$ cat config.mk
export PLATFORM = sky130hd
export DESIGN_NAME = fac_mul
export DESIGN_NICKNAME = d
export VERILOG_FILES = /design/src/rtl/assert_macros.svh /design/src/rtl/fac_pkg.sv /design/src/rtl/fac_mul.sv
export SDC_FILE = /design/constraint.sdc
export NUM_CORES = 2
export LEC_CHECK = 0
export BUFFER_PORTS_ARGS = -buffer_cell sky130_fd_sc_hd__buf_2
export CAP_MARGIN = 10
export CORE_MARGIN = 1.5
export CORE_UTILIZATION = 42
export CTS_CLUSTER_DIAMETER = 30
export DETAILED_ROUTE_END_ITERATION = 8
export GPL_TIMING_DRIVEN = 0
export MAX_ROUTING_LAYER = met4
export SYNTH_ARGS = -nofsm -noshare
export SYNTH_HDL_FRONTEND = slang
export SYNTH_SLANG_ARGS = --single-unit
$ cat constraint.sdc
create_clock -name i_clk -period 10.3 [get_ports i_clk]
set_input_delay 2.06 -clock i_clk [delete_from_list [all_inputs] [get_ports i_clk]]
set_output_delay 2.06 -clock i_clk [all_outputs]
set_load 0.005 [all_outputs]
$ cat src/rtl/assert_macros.svh
// Assertion macros shared by the culling core RTL.
`ifndef ASSERT_MACROS_SVH
`define ASSERT_MACROS_SVH

// Clocked implication check, disabled while reset is held.
`define FAC_ASSERT(lbl, clk, rst_n, prop) \
    lbl: assert property (@(posedge clk) disable iff (!(rst_n)) (prop)) \
        else $error("assertion failed");

// Clocked check that also runs during reset.
`define FAC_ASSERT_ALWAYS(lbl, clk, prop) \
    lbl: assert property (@(posedge clk) (prop)) \
        else $error("assertion failed");

`endif

$ cat src/rtl/fac_pkg.sv
// Types, constants and helper functions of the frustum culling core.
`default_nettype none
package fac_pkg;

    localparam int WORD_W  = 32;
    localparam int FRAC_W  = 16;
    localparam int SUM_W   = WORD_W + 4;
    localparam int PROD_W  = 2 * WORD_W;
    localparam int MAG_W   = WORD_W + FRAC_W;
    localparam int DOT_W   = PROD_W + 4;
    localparam int SQ_IN_W = PROD_W;
    localparam int SQ_W    = WORD_W;

    typedef logic signed [WORD_W-1:0] t_word;

    typedef enum logic [1:0] {
        FUNC_LOAD_VIEW = 2'd0,
        FUNC_LOAD_PROJ = 2'd1,
        FUNC_DERIVE    = 2'd2,
        FUNC_TEST_BOX  = 2'd3
    } t_func;

    typedef enum logic {
        DS_SQRT = 1'b0,
        DS_DIV  = 1'b1
    } t_ds_mode;

    typedef struct packed {
        logic     start;
        t_ds_mode mode;
    } t_ds_req;

    typedef struct packed {
        logic busy;
        logic done;
    } t_ds_stat;

    // Clamp a widened sum into the word range.
    function automatic t_word sat_word(input logic signed [SUM_W-1:0] v);
        logic signed [SUM_W-1:0] hi;
        logic signed [SUM_W-1:0] lo;
        hi = {{(SUM_W-WORD_W+1){1'b0}}, {(WORD_W-1){1'b1}}};
        lo = ~hi;
        if (v > hi) begin
            return hi[WORD_W-1:0];
        end else if (v < lo) begin
            return lo[WORD_W-1:0];
        end
        return v[WORD_W-1:0];
    endfunction

    // Signed word from a magnitude and a sign, clamped to the word range.
    function automatic t_word from_mag(input logic [MAG_W-1:0] m, input logic neg);
        logic [MAG_W-1:0] cap;
        logic [MAG_W-1:0] mm;
        cap = neg ? (MAG_W'(1) << (WORD_W-1)) : ((MAG_W'(1) << (WORD_W-1)) - MAG_W'(1));
        mm  = (m > cap) ? cap : m;
        return neg ? t_word'(-mm[WORD_W-1:0]) : t_word'(mm[WORD_W-1:0]);
    endfunction

endpackage
`default_nettype wire

$ cat src/rtl/fac_mul.sv
// Registered signed word multiplier shared by the matrix, squaring and box products of the core.
`default_nettype none
module fac_mul
    import fac_pkg::*;
(
    input  wire logic                     i_clk,
    input  wire logic                     i_en,
    input  wire logic signed [WORD_W-1:0] i_a,
    input  wire logic signed [WORD_W-1:0] i_b,
    output logic signed [PROD_W-1:0]      o_p
);

    logic signed [PROD_W-1:0] r_p;

    always_ff @(posedge i_clk) begin
        if (i_en) begin
            r_p <= PROD_W'(i_a) * PROD_W'(i_b);
        end
    end

    assign o_p = r_p;

endmodule
`default_nettype wire

==> summary.txt <==
Outcome
  • Status: completed

Cells and area
  • Nets: 5,372
  • Commonest cells after routing, fill and taps aside: fa_1 (1,078), inv_1 (944), and2_1 (516), nand2_1 (510), ha_1 (184)
  • Synthesis-to-layout area growth: 7.15%
  • Post-Layout Cell Count: 5,223
  • Post-Layout Inst Area: a little over 40,000 sq um
  • Largest register FFs: 64
  • Filler cells: 8,771
  • Commonest non-fill, non-tap cell in the layout: fa_1
  • Share of post-route cells with drive strength above 1: under 10%

Clocking
  • Clk Tree Root Cell: clkbuf_16
  • CTS H-tree depth: 3
  • TritonCTS clock tree: yes
  • Clock Tree Buf Depth: 2
  • Total CTS buffers: 9
  • Clock Sinks: 64
  • Hold buffer count at CTS: 0
  • Clock-pin slew on the worst setup and hold paths: approximately 0.06 ns

Floorplan
  • Die Y: 303 microns
  • # IOs: 130
  • Row count: approximately 110
  • Core area: 88,900 sq um
  • Initial Util: a little over two fifths
  • Die width: just over 300 microns
  • Die ar.: ~92,000 sq um

STA
  • Slew Limit Fails: 0
  • Final hold violations: 0
  • Worst-Margin Slew: 1.25 ns
  • Slew HR: 16.9%
  • Tmin final: 10.24 ns
  • Setup TNS: 0 ns
  • Fmax: between 0.09 and 0.1 GHz
  • Worst setup margin: approximately 0.064 ns
  • RSZ-0062 raised after global routing: true
  • Final Setup Violations: 0
  • Crit share post-route: around 99%

Synthesis
  • Ys flop type: edfxtp_1
  • #FFs+latches synth: 64
  • Number of synthesized flops with an enable pin: 64
  • Post-Synthesis Cells: between 3,000 and 4,000
  • Synthesized area: 37,900 sq um
  • Post-synthesis sequential area ratio: 5.07%
  • Syn Nets: roughly 5,200
  • Mapped Avg Cell Area: between 9 and 10 sq um
  • Async S/R FF share, synth: 0%
  • Yosys warns: 0
  • Synth cell types: 63

Route
  • Drt initial violations: around 2,200
  • Vias per cell: 5.26
  • DRC viols: 0
  • Via count: 27,500
  • 1st-pass router iterations: 5
  • Antenna-violating nets left: 0
  • Routed WL: 138,000 microns
  • Drt wl/cell: 26.4 microns

GRT
  • Vias in the first global route: 29,800
  • Global route overflow: 0
  • Initial antenna violation count: 26
  • First-pass GRT wire length: 202,000 microns
  • GRT Total Usage: 32.1%
  • Largest net degree at the start of global routing: 40

Critical path
  • Worst path arrival time: 10.33 ns
  • Req. time, crit path: approximately 10 ns
  • Crit-path most repeated cell: fa_1
  • Crit Path Category: in2reg
  • CP max-delay cell: clkbuf_1
  • CP Max Fanout: 10
  • Startpoint types: input pin
  • CP max stage delay: roughly 0.9 ns
  • Setup crit end kind: flop
  • Delay-heaviest family, CP: adder cells
  • Worst Path Buf+Inv: 5

Placement
  • GP Congestion: 1.00
  • Placed insts: between 5,000 and 6,000
  • PortBufs: 129
  • Dpl hpwl: ~120,000 microns
  • Dpl ws: -1.30 ns
  • Placement Cell Area: 40,000 sq um

Job
  • # Max-Cap Violations: 0

Hold path
  • Min-Delay Path Class: in2reg
routing by layer:
| metal | wire length [microns] | share of wire, % | global-route usage (%) | up-vias |
|---|---|---|---|---|
| met3 | 10700 | 7.7 | 4.73 | 317 |
| met5 | 0 | 0 | - | - |
| met2 | 65100 | 47 | 50.7 | 1236 |
| met1 | 52500 | 38 | 40.1 | 14500 |
| li1 | - | - | - | 11500 |
| met4 | 9560 | 6.9 | 17.3 | 0 |
cell type report:
cell class	instances	area [sq um]	area share [%]
Inverter	952	3600	8.86
Clock inverter	6	36.3	0.0894
Sequential cell	64	1920	4.73
Buffer	200	853	2.10
Antenna cell	13	32.5	0.0801
Clock buffer	10	229	0.564
Timing Repair Buffer	145	798	1.97
Multi-Input combinational cell	2668	31700	78.0
Tap cell	1165	1460	3.59
cell usage after synthesis, drive strengths merged (13+ instances only):
library cell | count | area, sq um
and2 | 516 | 3230
clkbuf | 195 | 732
a31oi | 13 | 96.3
fa | 1082 | 21700
a21o | 25 | 190
edfxtp | 64 | 1920
nand3 | 15 | 75.1
nand2 | 511 | 1920
o21ai | 31 | 163
xnor2 | 53 | 464
a21oi | 68 | 340
ha | 184 | 2300
inv | 952 | 3570
nor2 | 42 | 158
xor2 | 22 | 193
o21bai | 15 | 113
path summary, 6_finish.rpt:
check	from	endpoint	slack, ns	depth (start not counted)
worst min-delay path	i_b[0]	o_p[0]	2.20	2
worst max-delay path	i_b[25]	o_p[60]	0.06	25
cells by family after synthesis:
family	share of synthesized area, %
buffers and inverters	11.4
AO/OA/AOI/OAI	3.41
flip-flops	5.07
AND/OR/NAND/NOR	15.1
adder cells (fa/ha/maj)	63.3
XOR/XNOR	1.73
stage by stage:
| step | utilization [%] | hold WS (ns) |
|---|---|---|
| 4_1_cts | 45.4 | 2.17 |
| 5_1_grt | 45.6 | 2.18 |
| 3_3_place_gp | 45.0 | 2.45 |
| 2_1_floorplan | - | 2.17 |
| 3_5_place_dp | 45.0 | 2.45 |
| 6_report | 45.7 | 2.20 |
timing repair:
action,in CTS,in global routing
setup buffers,5,9
pin swaps,2,1
endpoints found under the setup margin,18,12
resized for setup,43,94
Power is not shown: default switching activity piles up to over one toggle a cycle in this logic, so the estimate is an artifact.
