`config.mk`:
```
export PLATFORM = sky130hd
export DESIGN_NAME = fac_divsqrt
export DESIGN_NICKNAME = d
export VERILOG_FILES = /design/src/rtl/fac_pkg.sv /design/src/rtl/fac_divsqrt.sv
export VERILOG_INCLUDE_DIRS = /design/src /design/src/rtl
export SDC_FILE = /design/constraint.sdc
export NUM_CORES = 1
export LEC_CHECK = 0
export ABC_AREA = 0
export BUFFER_PORTS_ARGS = -buffer_cell sky130_fd_sc_hd__buf_2
export CORE_UTILIZATION = 40
export CTS_BUF_LIST = sky130_fd_sc_hd__clkbuf_2
export DETAILED_ROUTE_END_ITERATION = 7
export SLEW_MARGIN = 15
export SYNTH_ARGS = -nofsm -noshare
export SYNTH_HDL_FRONTEND = slang
export SYNTH_SLANG_ARGS = --single-unit
```
`constraint.sdc`:
```
create_clock -name i_clk -period 9.9 [get_ports i_clk]
set_input_delay 0.99 -clock i_clk [delete_from_list [all_inputs] [get_ports i_clk]]
set_output_delay 0.99 -clock i_clk [all_outputs]
set_load 0.01 [all_outputs]
```
`src/rtl/assert_macros.svh`:
```
// Assertion macros shared by the culling core RTL.
`ifndef ASSERT_MACROS_SVH
`define ASSERT_MACROS_SVH

// Clocked implication check, disabled while reset is held.
`define FAC_ASSERT(lbl, clk, rst_n, prop) \
    lbl: assert property (@(posedge clk) disable iff (!(rst_n)) (prop)) \
        else $error("assertion failed");

// Clocked check that also runs during reset.
`define FAC_ASSERT_ALWAYS(lbl, clk, prop) \
    lbl: assert property (@(posedge clk) (prop)) \
        else $error("assertion failed");

`endif

```
`src/rtl/fac_pkg.sv`:
```
// Types, constants and helper functions of the frustum culling core.
`default_nettype none
package fac_pkg;

    localparam int WORD_W  = 32;
    localparam int FRAC_W  = 16;
    localparam int SUM_W   = WORD_W + 4;
    localparam int PROD_W  = 2 * WORD_W;
    localparam int MAG_W   = WORD_W + FRAC_W;
    localparam int DOT_W   = PROD_W + 4;
    localparam int SQ_IN_W = PROD_W;
    localparam int SQ_W    = WORD_W;

    typedef logic signed [WORD_W-1:0] t_word;

    typedef enum logic [1:0] {
        FUNC_LOAD_VIEW = 2'd0,
        FUNC_LOAD_PROJ = 2'd1,
        FUNC_DERIVE    = 2'd2,
        FUNC_TEST_BOX  = 2'd3
    } t_func;

    typedef enum logic {
        DS_SQRT = 1'b0,
        DS_DIV  = 1'b1
    } t_ds_mode;

    typedef struct packed {
        logic     start;
        t_ds_mode mode;
    } t_ds_req;

    typedef struct packed {
        logic busy;
        logic done;
    } t_ds_stat;

    // Clamp a widened sum into the word range.
    function automatic t_word sat_word(input logic signed [SUM_W-1:0] v);
        logic signed [SUM_W-1:0] hi;
        logic signed [SUM_W-1:0] lo;
        hi = {{(SUM_W-WORD_W+1){1'b0}}, {(WORD_W-1){1'b1}}};
        lo = ~hi;
        if (v > hi) begin
            return hi[WORD_W-1:0];
        end else if (v < lo) begin
            return lo[WORD_W-1:0];
        end
        return v[WORD_W-1:0];
    endfunction

    // Signed word from a magnitude and a sign, clamped to the word range.
    function automatic t_word from_mag(input logic [MAG_W-1:0] m, input logic neg);
        logic [MAG_W-1:0] cap;
        logic [MAG_W-1:0] mm;
        cap = neg ? (MAG_W'(1) << (WORD_W-1)) : ((MAG_W'(1) << (WORD_W-1)) - MAG_W'(1));
        mm  = (m > cap) ? cap : m;
        return neg ? t_word'(-mm[WORD_W-1:0]) : t_word'(mm[WORD_W-1:0]);
    endfunction

endpackage
`default_nettype wire

```
`src/rtl/fac_divsqrt.sv`:
```
// Iterative integer square root and restoring divider, one digit per cycle.
`default_nettype none
`include "assert_macros.svh"
module fac_divsqrt
    import fac_pkg::*;
(
    input  wire logic               i_clk,
    input  wire logic               i_rst_n,
    input  wire t_ds_req            i_req,
    input  wire logic [SQ_IN_W-1:0] i_sq_arg,
    input  wire logic [MAG_W-1:0]   i_num,
    input  wire logic [SQ_W-1:0]    i_den,
    output t_ds_stat                o_stat,
    output logic [SQ_W-1:0]         o_root,
    output logic [MAG_W-1:0]        o_quot
);

    localparam int CNT_W = $clog2(MAG_W);
    localparam int REM_W = SQ_W + 2;

    logic               r_busy;
    logic               r_done;
    t_ds_mode           r_mode;
    logic [CNT_W-1:0]   r_cnt;
    logic [SQ_IN_W-1:0] r_rad;
    logic [REM_W-1:0]   r_rem;
    logic [SQ_W-1:0]    r_root;
    logic [MAG_W-1:0]   r_num;
    logic [SQ_W-1:0]    r_den;

    logic [REM_W+1:0]   sq_rem2;
    logic [REM_W+1:0]   sq_trial;
    logic [SQ_W:0]      dv_rem2;
    logic [SQ_W:0]      dv_den;

    always_comb begin
        sq_rem2  = {r_rem, r_rad[SQ_IN_W-1 -: 2]};
        sq_trial = {2'b00, r_root, 2'b01};
        dv_rem2  = {r_rem[SQ_W-1:0], r_num[MAG_W-1]};
        dv_den   = {1'b0, r_den};
    end

    always_ff @(posedge i_clk) begin
        if (!i_rst_n) begin
            r_busy <= 1'b0;
            r_done <= 1'b0;
            r_cnt  <= '0;
            r_mode <= DS_SQRT;
        end else begin
            r_done <= 1'b0;
            if (i_req.start && !r_busy) begin
                r_busy <= 1'b1;
                r_mode <= i_req.mode;
                r_rem  <= '0;
                r_root <= '0;
                r_rad  <= i_sq_arg;
                r_num  <= i_num;
                r_den  <= i_den;
                r_cnt  <= (i_req.mode == DS_DIV) ? CNT_W'(MAG_W - 1) : CNT_W'(SQ_W - 1);
            end else if (r_busy) begin
                if (r_mode == DS_SQRT) begin
                    r_rad <= r_rad << 2;
                    if (sq_rem2 >= sq_trial) begin
                        r_rem  <= REM_W'(sq_rem2 - sq_trial);
                        r_root <= {r_root[SQ_W-2:0], 1'b1};
                    end else begin
                        r_rem  <= REM_W'(sq_rem2);
                        r_root <= {r_root[SQ_W-2:0], 1'b0};
                    end
                end else begin
                    if (dv_rem2 >= dv_den) begin
                        r_rem <= REM_W'(dv_rem2 - dv_den);
                        r_num <= {r_num[MAG_W-2:0], 1'b1};
                    end else begin
                        r_rem <= REM_W'(dv_rem2);
                        r_num <= {r_num[MAG_W-2:0], 1'b0};
                    end
                end
                if (r_cnt == '0) begin
                    r_busy <= 1'b0;
                    r_done <= 1'b1;
                end else begin
                    r_cnt <= r_cnt - CNT_W'(1);
                end
            end
        end
    end

    assign o_stat.busy = r_busy;
    assign o_stat.done = r_done;
    assign o_root      = r_root;
    assign o_quot      = r_num;

    `FAC_ASSERT(a_no_start_busy, i_clk, i_rst_n, i_req.start |-> !r_busy)
    `FAC_ASSERT(a_done_after_busy, i_clk, i_rst_n, r_done |-> ($past(r_busy) && !r_busy))

endmodule
`default_nettype wire

```
==> results.txt, run 1 <==
Final nets: 1,876
Post-DP HPWL: 25,000 µm
Sequential area share after synthesis: 0.492
IO Port Bufs: 229
Simple-Gate Fraction of Synth Area: 0.194
Mean post-synth cell area: 9.28 µm²
Top cell type's share of synthesized area: 0.478
Cts repair resizes: 0
Hold Fails Final Rpt: 0
Yosys top cell by area: edfxtp_1
Max frequency: 0.253 GHz
Synth unique cells: 63
Layout Area Growth over Synthesis: 15.4%
CTS root buffer: clkbuf_2
Register bit total from synthesis: 219
Placed Area: 0.0147 mm²
Status: finished clean
First-pass GRT wire length: 54,300 µm
WL final: 34,500 µm
Setup crit end kind: register
Row Count: 66
Antenna viol nets, final: 0
Async SR Flop Fraction: 0
Vias: 10,900
Mapped cell area: 0.0132 mm²
Total track usage: 0.206
Largest family of logic cells by synthesized area: simple AND/OR/NAND/NOR gates
Worst Path Max Fanout: 53
Synth area leaders: edfxtp_1, nand2_1, ha_1, a21oi_1, nor2_1
Max Cap Viol: 0
Crit share post-route: 0.399
Reg clk slew, reported paths: 0.11 ns
RSZ-0062 raised after global routing: false
GPL Wtd Cong: 0.878
H-Tree Depth: 2
Antenna violations before repair: 2
Dominant synthesized flop cell: edfxtp_1
TritonCTS Buffers: 60
Fin. max-slew vios: 0
CP startpoint kind: register
Compound-cell area share of the yosys netlist: 0.147
Setup tns final: 0 ns
Final setup fails: 0
Via density: 5.09
Slew headroom: 0.402
Die Y: 184 µm
Share of cells above drive strength 1: 0.212
Clock period minus worst slack: 3.95 ns
Leakage Power: 6.82 nW
Peak VDD IR: 87.0 µV
FF-to-FF setup slack: 5.95 ns
Post-synthesis mux area share: 0.0188
CTS max path bufs: 3
1st-iter DRT viols: 492
DRC Markers: 0
Syn_nets: 1,639
Arr. time, crit path: 4.66 ns
Setup CP Type: register to register
Power Dens Cells: 177 mW/mm²
Grt total ovfl: 0
Cell Count, Final, Fillers Out: 2,146
Core region area: 0.0325 mm²
Worst EP required: 10.61 ns
Die area: 0.0337 mm²
Drt first pass iters: 5
Largest net degree at the start of global routing: 93
Synth Area in XOR/XNOR: 0.0372
CTS Hold Bufs: 0
Clock sinks: 219
Starting Density: 0.407
Routed WL per cell: 16.1 µm
Postcts setup bufs: 0
Worst Max-Slew Pin Slew: 0.898 ns
Vias in the first global route: 10,700
Post-Syn Instances: 1,422
Synth warn: 0
Layout Skew: 0.0613 ns
Design Area, Final: 0.0152 mm²
IO Pins: 230
Number of flops mapped to enable cells by yosys: 210
Width of the die: 184 µm
CTS tree: done
Placed Cells: 2,039
Adder-cell share of the synthesized area: 0.0660
Hold crit path type: input port to register
Skew-Pair Late Insertion Delay: 1.00 ns
flip-flops by register name (all words and copies together), names as in the netlist:
name    count
o_quot     48
r_den      32
r_done      1
r_mode      1
o_root     32
r_rem      34
r_cnt       6
r_busy      1
r_rad      64
metrics by stage:
step	hold WS, ns	utilization	setup WS (ns)	power (mW)
global route	0.0662	0.469	5.64	2.90
finish	0.165	0.469	5.95	2.70
detailed placement	0.503	0.453	6.03	2.07
floorplan	0.481	-	4.47	1.84
global placement	0.494	0.453	6.13	2.07
CTS	0.0327	0.469	5.94	2.74
critical path: stages, from the launching register on:
cell	delay, ns
edfxtp_1	0.42
inv_1	0.08
ha_1	0.15
inv_1	0.05
fa_1	0.40
a21o_1	0.21
nand4_1	0.13
a21o_1	0.20
a211oi_2	0.12
o31a_2	0.36
a21oi_4	0.12
buf_4	0.48
mux2_1	0.38
a2111oi_0	0.40
o22ai_1	0.15
power by group:
part           leakage, nW  switching [mW]  internal (mW)
logic                 4.33           0.528          0.345
registers             2.07          0.0535           1.13
clock network        0.415           0.400          0.249
total                 6.82           0.982           1.72
routing by layer:
layer  up-vias  share of wire  GRT usage
li1       5485              -          -
met1      5052           0.41      0.244
met2       328           0.50      0.356
met3        58          0.068     0.0533
met4         2          0.024     0.0790
met5         -        0.00029          0
final timing paths:
path,from,endpoint,cells past startpoint
max reg2reg,o_quot[47]$_DFFE_PP_,r_rem[31]$_SDFFCE_PP0P_,14
min reg2reg,r_rad[41]$_DFFE_PP_,r_rad[43]$_DFFE_PP_,2
max,o_quot[47]$_DFFE_PP_,r_rem[31]$_SDFFCE_PP0P_,14
min,i_den[0],r_den[0]$_DFFE_PP_,1
layout make-up:
cell class / instances / area (µm²)
diodes: 1 / 2.50
clock buffers: 92 / 460
clock inverters: 14 / 65.1
fillers: 3241 / 17200
inverters: 83 / 312
multi-input cells: 1056 / 6130
flip-flops and latches: 219 / 6490
well taps: 442 / 553
repair buffers: 239 / 1220
cell families (layout without fill, tap and decap cells):
group | count (synthesis) | after routing
buffers and inverters | 147 | 428
DFF | 219 | 219
other | 0 | 1
adders and majority gates | 69 | 69
muxes | 24 | 24
xor gates and xnor gates | 56 | 56
and+or+nand+nor | 621 | 621
AOI/OAI and AO/OA | 286 | 286
placed cells by master (no fill, tap or decap), types with 9 or more instances in the layout:
master and count:
a211oi_1 41, a211oi_2 10, a21boi_0 11, a21o_1 21
a21oi_1 86, and2_1 12, and3_1 11, buf_2 229
buf_4 10, clkbuf_2 92, clkinv_1 10, dfxtp_1 9
edfxtp_1 210, ha_1 68, inv_1 83, mux2i_1 18
nand2_1 407, nand3_1 9, nand4_1 14, nor2_1 107
nor3_1 35, o21a_1 9, o21ai_0 37, o21bai_1 9
xnor2_1 23, xor2_1 33
Yosys cell counts (all sizes together), types with 2 or more instances:
library cell	count
mux2i	18
a211oi	51
nand2	407
a21boi	12
a21oi	87
inv	83
clkbuf	43
o21ai	43
a31oi	8
nand3	9
dfxtp	9
and2	13
nor2	107
nor2b	6
a22oi	2
o211ai	6
o21bai	9
nor3	36
ha	68
a211o	3
xnor2	23
o21a	9
nand4	14
mux2	6
buf	21
and3	11
o311a	2
a221oi	5
a2111oi	3
a31o	3
o22ai	5
o31a	3
a21o	21
xor2	33
o31ai	6
nand2b	9
nor4	4
or2	2
edfxtp	210
Power figures use the tool's default switching activity.
==> inputs of run 2 (changes only) <==
==> constraint.sdc (replaced) <==
create_clock -name i_clk -period 3.7 [get_ports i_clk]
set_input_delay 0.37 -clock i_clk [delete_from_list [all_inputs] [get_ports i_clk]]
set_output_delay 0.37 -clock i_clk [all_outputs]
set_load 0.01 [all_outputs]
==> results.txt, run 2 (synthesis results as in run 1) <==
Antenna viol nets, final: 0
Worst EP required: 4.32 ns
Leakage Power: 7.52 nW
Biggest register: r_rad
Postcts setup bufs: 0
IO Port Bufs: 229
Power Dens Cells: 445 mW/mm²
Via density: 5.07
Vias in the first global route: 11,600
Final setup fails: 0
Setup tns final: 0 ns
Drt first pass iters: 5
FF+latch area: 0.00649 mm²
DRC Markers: 0
Width of the die: 184 µm
WHS Path Cells: 2
RSZ-0062 raised after global routing: false
FF-to-FF setup slack: 0.25 ns
Layout Skew: 0.125 ns
Antenna violations before repair: 2
Max FFs per register: 64
Die area: 0.0337 mm²
Clock period minus worst slack: 3.45 ns
Reg clk slew, reported paths: 0.11 ns
WL final: 36,800 µm
CTS root buffer: clkbuf_2
1st-iter DRT viols: 546
CTS max path bufs: 3
Design Area, Final: 0.0169 mm²
Total track usage: 0.216
Starting Density: 0.407
Largest net degree at the start of global routing: 168
Layout Area Growth over Synthesis: 27.8%
CP startpoint kind: register
GPL Wtd Cong: 0.902
Worst Max-Slew Pin Slew: 0.771 ns
Hold Fails Final Rpt: 0
Commonest cells after routing, fill and taps aside: nand2_1, buf_2, edfxtp_1
Peak VDD IR: 257 µV
Clock sinks: 219
Fin. max-slew vios: 0
First-pass GRT wire length: 57,900 µm
Core region area: 0.0325 mm²
CTS tree: done
Crit share post-route: 0.934
Placed Area: 0.0148 mm²
Vias: 11,700
Row Count: 66
Setup crit end kind: register
Worst-case reg-to-reg path depth: 14
Worst r2r src: o_quot[47]$_DFFE_PP_
IO Pins: 230
Hold endpoint: r_den[8]$_DFFE_PP_
Setup CP Type: register to register
Status: finished clean
Final nets: 2,030
Worst Path Max Fanout: 52
HP Start: i_den[8]
Post-DP HPWL: 25,200 µm
H-Tree Depth: 2
Grt total ovfl: 0
Area occupied by multi-input gates: 0.00614 mm²
Max frequency: 0.289 GHz
Skew-Pair Late Insertion Delay: 0.97 ns
Share of cells above drive strength 1: 0.201
Worst flop-to-flop path endpoint: r_rem[26]$_SDFFCE_PP0P_
Max Cap Viol: 0
Hold crit path type: input port to register
Arr. time, crit path: 4.08 ns
TritonCTS Buffers: 60
Routed WL per cell: 15.9 µm
Slew headroom: 0.486
Die Y: 184 µm
Commonest non-fill, non-tap cell in the layout: nand2_1
Filler cells: 3,094
==> run 2: worst max path at each step <==
| stage | start | to | slack, ns | cells after the start |
|---|---|---|---|---|
| 3_3_place_gp | o_quot[47]$_DFFE_PP_ | r_rem[31]$_SDFFCE_PP0P_ | 0.28 | 13 |
| 3_5_place_dp | o_quot[47]$_DFFE_PP_ | r_rem[31]$_SDFFCE_PP0P_ | 0.16 | 13 |
| 5_1_grt | r_rem[6]$_SDFFCE_PP0P_ | r_rem[26]$_SDFFCE_PP0P_ | 0.06 | 11 |
| 2_1_floorplan | r_busy$_SDFF_PN0_ | o_quot[0]$_DFFE_PP_ | 0.13 | 4 |
| 6_report | o_quot[47]$_DFFE_PP_ | r_rem[26]$_SDFFCE_PP0P_ | 0.25 | 14 |
| 4_1_cts | o_quot[47]$_DFFE_PP_ | r_rem[31]$_SDFFCE_PP0P_ | 0.06 | 13 |
==> run 2: area by class of cell <==
class                           count  share of cell area
Antenna cell                        1            0.000148
Clock buffer                       99              0.0294
Clock inverter                     14             0.00393
Inverter                           83              0.0185
Multi-Input combinational cell   1056               0.364
Sequential cell                   219               0.385
Tap cell                          442              0.0328
Timing Repair Buffer              393               0.167
==> run 2: routing by layer <==
metal / vias to the layer above / GRT usage / share of wire
met5: - / 0 / 0.00022
met4: 2 / 0.0673 / 0.021
met3: 61 / 0.0485 / 0.059
met2: 351 / 0.390 / 0.51
met1: 5474 / 0.251 / 0.41
li1: 5803 / - / -
==> run 2: worst max-delay path, cell delays in order, from the launching register on <==
cell      delay, ns
edfxtp_1       0.42
inv_1          0.08
ha_1           0.15
inv_1          0.06
fa_1           0.40
a21o_1         0.21
nand4_1        0.13
a21o_1         0.19
a211oi_2       0.11
o31a_2         0.36
a21oi_4        0.18
buf_12         0.26
mux2_1         0.35
a21oi_1        0.14
a211oi_1       0.06
==> run 2: timing repair <==
item | 4_1_cts | 5_1_grt
setup endpoints to repair | 0 | 1
endpoints found under the hold margin | 164 | 0
resized for setup | 0 | 2
hold buffers | 149 | 0
==> run 2: report_power, final <==
part / leakage (nW) / internal, mW / switching, mW
sequential: 2.07 / 3.02 / 0.149
clock: 0.446 / 0.713 / 1.13
combinational: 5.00 / 1.05 / 1.45
==> run 2: metrics by stage <==
stage	worst slack (ns)	total power, mW	util	instances	hold WS [ns]
after floorplan	0.128	4.93	-	1422	0.469
after global placement	0.283	5.56	0.456	2044	0.494
after detailed placement	0.157	5.58	0.456	2044	0.498
after CTS	0.0630	7.57	0.519	2306	0.00148
after global routing	0.0593	8.01	0.520	2307	0.0172
final	0.245	7.51	0.520	2307	0.117
==> inputs of run 3 (changes only) <==
--- a/config.mk
+++ b/config.mk
@@ -6,7 +6,7 @@
 export SDC_FILE = /design/constraint.sdc
 export NUM_CORES = 1
 export LEC_CHECK = 0
-export ABC_AREA = 0
+export ABC_AREA = 1
 export BUFFER_PORTS_ARGS = -buffer_cell sky130_fd_sc_hd__buf_2
 export CORE_UTILIZATION = 40
 export CTS_BUF_LIST = sky130_fd_sc_hd__clkbuf_2
==> results.txt, run 3 <==
Register bit total from synthesis: 219
Commonest non-fill, non-tap cell in the layout: nand2_1
Share of cells above drive strength 1: 0.150
CTS tree: done
Setup CP Type: register to register
Clock share of power: 0.244
Arr. time, crit path: 3.60 ns
Layout Area Growth over Synthesis: 25.9%
Top post-synthesis cells by count: nand2_1, inv_1, edfxtp_1, nor2_1, nand3_1
FF+latch area: 0.00649 mm²
Clock sinks: 219
Sequential area share after synthesis: 0.428
IO Port Bufs: 229
Postcts setup bufs: 0
Tot Pwr: 7.89 mW
Leakage Power: 9.96 nW
Antenna violations before repair: 3
Min Hold Slack: 0.117 ns
Layout Skew: 0.132 ns
Mapped cell area: 0.0152 mm²
Setup crit end kind: register
Clock period minus worst slack: 2.88 ns
Synth unique cells: 46
Total track usage: 0.241
Syn_nets: 2,341
Synth warn: 0
Power Dens Cells: 414 mW/mm²
Post-DP HPWL: 33,400 µm
Peak VDD IR: 227 µV
GPL Wtd Cong: 0.942
Largest net degree at the start of global routing: 164
Synth area leaders: edfxtp_1, nand2_1, inv_1, ha_1, nand3_1
TritonCTS Buffers: 61
Row Count: 70
Internal power: 4.79 mW
First-pass GRT wire length: 73,500 µm
Filler cells: 3,761
DRC Markers: 0
Hold crit path type: input port to register
Antenna viol nets, final: 0
IO Pins: 230
Starting Density: 0.410
Synth Area in XOR/XNOR: 0.0208
Die area: 0.0387 mm²
Biggest register: r_rad
Final core utilization: 0.516
Worst Path Max Fanout: 19
Vias in the first global route: 14,700
Adder-cell share of the synthesized area: 0.0575
Design Area, Final: 0.0191 mm²
Final setup fails: 0
Post-Syn Instances: 2,124
Max Cap Viol: 0
Cts repair resizes: 0
Max frequency: 0.347 GHz
RSZ-0062 raised after global routing: false
Slew headroom: 0.372
Reg clk slew, reported paths: 0.12 ns
Compound-cell area share of the yosys netlist: 0.0413
1st-iter DRT viols: 1,012
HP Start: i_den[0]
Async SR Flop Fraction: 0
Final nets: 2,756
Largest family of logic cells by synthesized area: simple AND/OR/NAND/NOR gates
CTS root buffer: clkbuf_2
Sw power: 3.10 mW
WL final: 46,500 µm
Area occupied by multi-input gates: 0.00716 mm²
Worst r2r src: r_rem[28]$_SDFFCE_PP0P_
Post-synthesis mux area share: 0
Sw Ratio: 0.393
Routed WL per cell: 15.0 µm
Hold Fails Final Rpt: 0
Top cell type's share of synthesized area: 0.416
CTS max path bufs: 3
Worst Max-Slew Pin Slew: 0.940 ns
Mean post-synth cell area: 7.13 µm²
Fin. max-slew vios: 0
Max FFs per register: 64
Worst EP required: 4.42 ns
Drt first pass iters: 5
H-Tree Depth: 2
Dominant synthesized flop cell: edfxtp_1
Simple-Gate Fraction of Synth Area: 0.350
Count leader, synth: nand2_1
Comb power frac: 0.355
CP startpoint kind: register
Number of flops mapped to enable cells by yosys: 210
Die Y: 197 µm
Core region area: 0.0370 mm²
Skew-Pair Late Insertion Delay: 1.06 ns
Critical path startpoint: r_rem[28]$_SDFFCE_PP0P_
Part of the power in registers: 0.401
Setup tns final: 0 ns
Vias: 15,000
Commonest cells after routing, fill and taps aside: nand2_1, inv_1, buf_2
Via density: 4.84
Status: finished clean
Yosys top cell by area: edfxtp_1
Placed Area: 0.0168 mm²
Width of the die: 197 µm
Crit share post-route: 0.778
Grt total ovfl: 0
## run 3: cell types whose count changed after synthesis, moves of 21 or more
| cell | change |
|---|---|
| nor2_1 | +43 |
| nand3_1 | +123 |
| nand2_1 | +536 |
| xnor2_1 | -21 |
| o21ai_0 | -26 |
| inv_1 | +245 |
| nor3_1 | -26 |
| a211oi_1 | -40 |
## run 3: area by class of cell
cell class              instances  share of cell area
well taps                     504              0.0331
clock buffers                  96              0.0252
flip-flops and latches        219               0.340
diodes                          1            0.000131
inverters                     337              0.0666
multi-input cells            1511               0.375
clock inverters                16             0.00538
repair buffers                409               0.155
## run 3: worst paths after layout
check,cells past startpoint,slack [ns],endpoint
min,2,0.12,r_den[0]$_DFFE_PP_
min reg2reg,2,0.47,r_rad[4]$_DFFE_PP_
max,10,0.82,r_rem[31]$_SDFFCE_PP0P_
max reg2reg,10,0.82,r_rem[31]$_SDFFCE_PP0P_
## run 3: cell families after synthesis
kind of cell,count (synthesis)
AND/OR/NAND/NOR,1298
buffers and inverters,394
flip-flops,219
AO/OA/AOI/OAI,108
adder cells (fa/ha/maj),69
XOR/XNOR,36
## run 3: power groups by stage
stage / clock network (mW) / registers [mW] / logic (mW)
2_1_floorplan: 0 / 3.19 / 1.91
3_3_place_gp: 0 / 3.21 / 2.62
3_5_place_dp: 0 / 3.22 / 2.64
4_1_cts: 2.00 / 3.16 / 2.79
5_1_grt: 2.12 / 3.18 / 3.18
6_report: 1.92 / 3.16 / 2.80
## run 3: worst max-delay path, cell delays in order, from the launching register on
cell and delay [ns]:
edfxtp_1 0.44, ha_1 0.39, a21oi_1 0.23, nand2_1 0.10
a21oi_1 0.20, o21ai_2 0.10, a21oi_4 0.42, buf_4 0.35
nand3_1 0.11, nand3_1 0.11, a21oi_1 0.07
## run 3: metal layers
layer  part of all wire  wire length, µm  vias to the layer above  GRT usage
li1                   -                -                     7496          -
met1               0.41            19000                     6808      0.290
met2               0.48            22400                      562      0.420
met3              0.076             3540                      112     0.0508
met4              0.036             1660                        2     0.0973
met5            0.00028               13                        -          0
## run 3: what timing repair did
item                                   4_1_cts  5_1_grt
setup endpoints to repair                    0        0
hold buffers                               170        0
endpoints found under the hold margin      154        0
## run 3: per-stage QoR
stage / worst slack (ns) / instances
after floorplan: 0.0601 / 2124
after global placement: 0.884 / 2810
after detailed placement: 0.883 / 2810
after CTS: 0.803 / 3092
after global routing: 0.508 / 3093
final: 0.820 / 3093
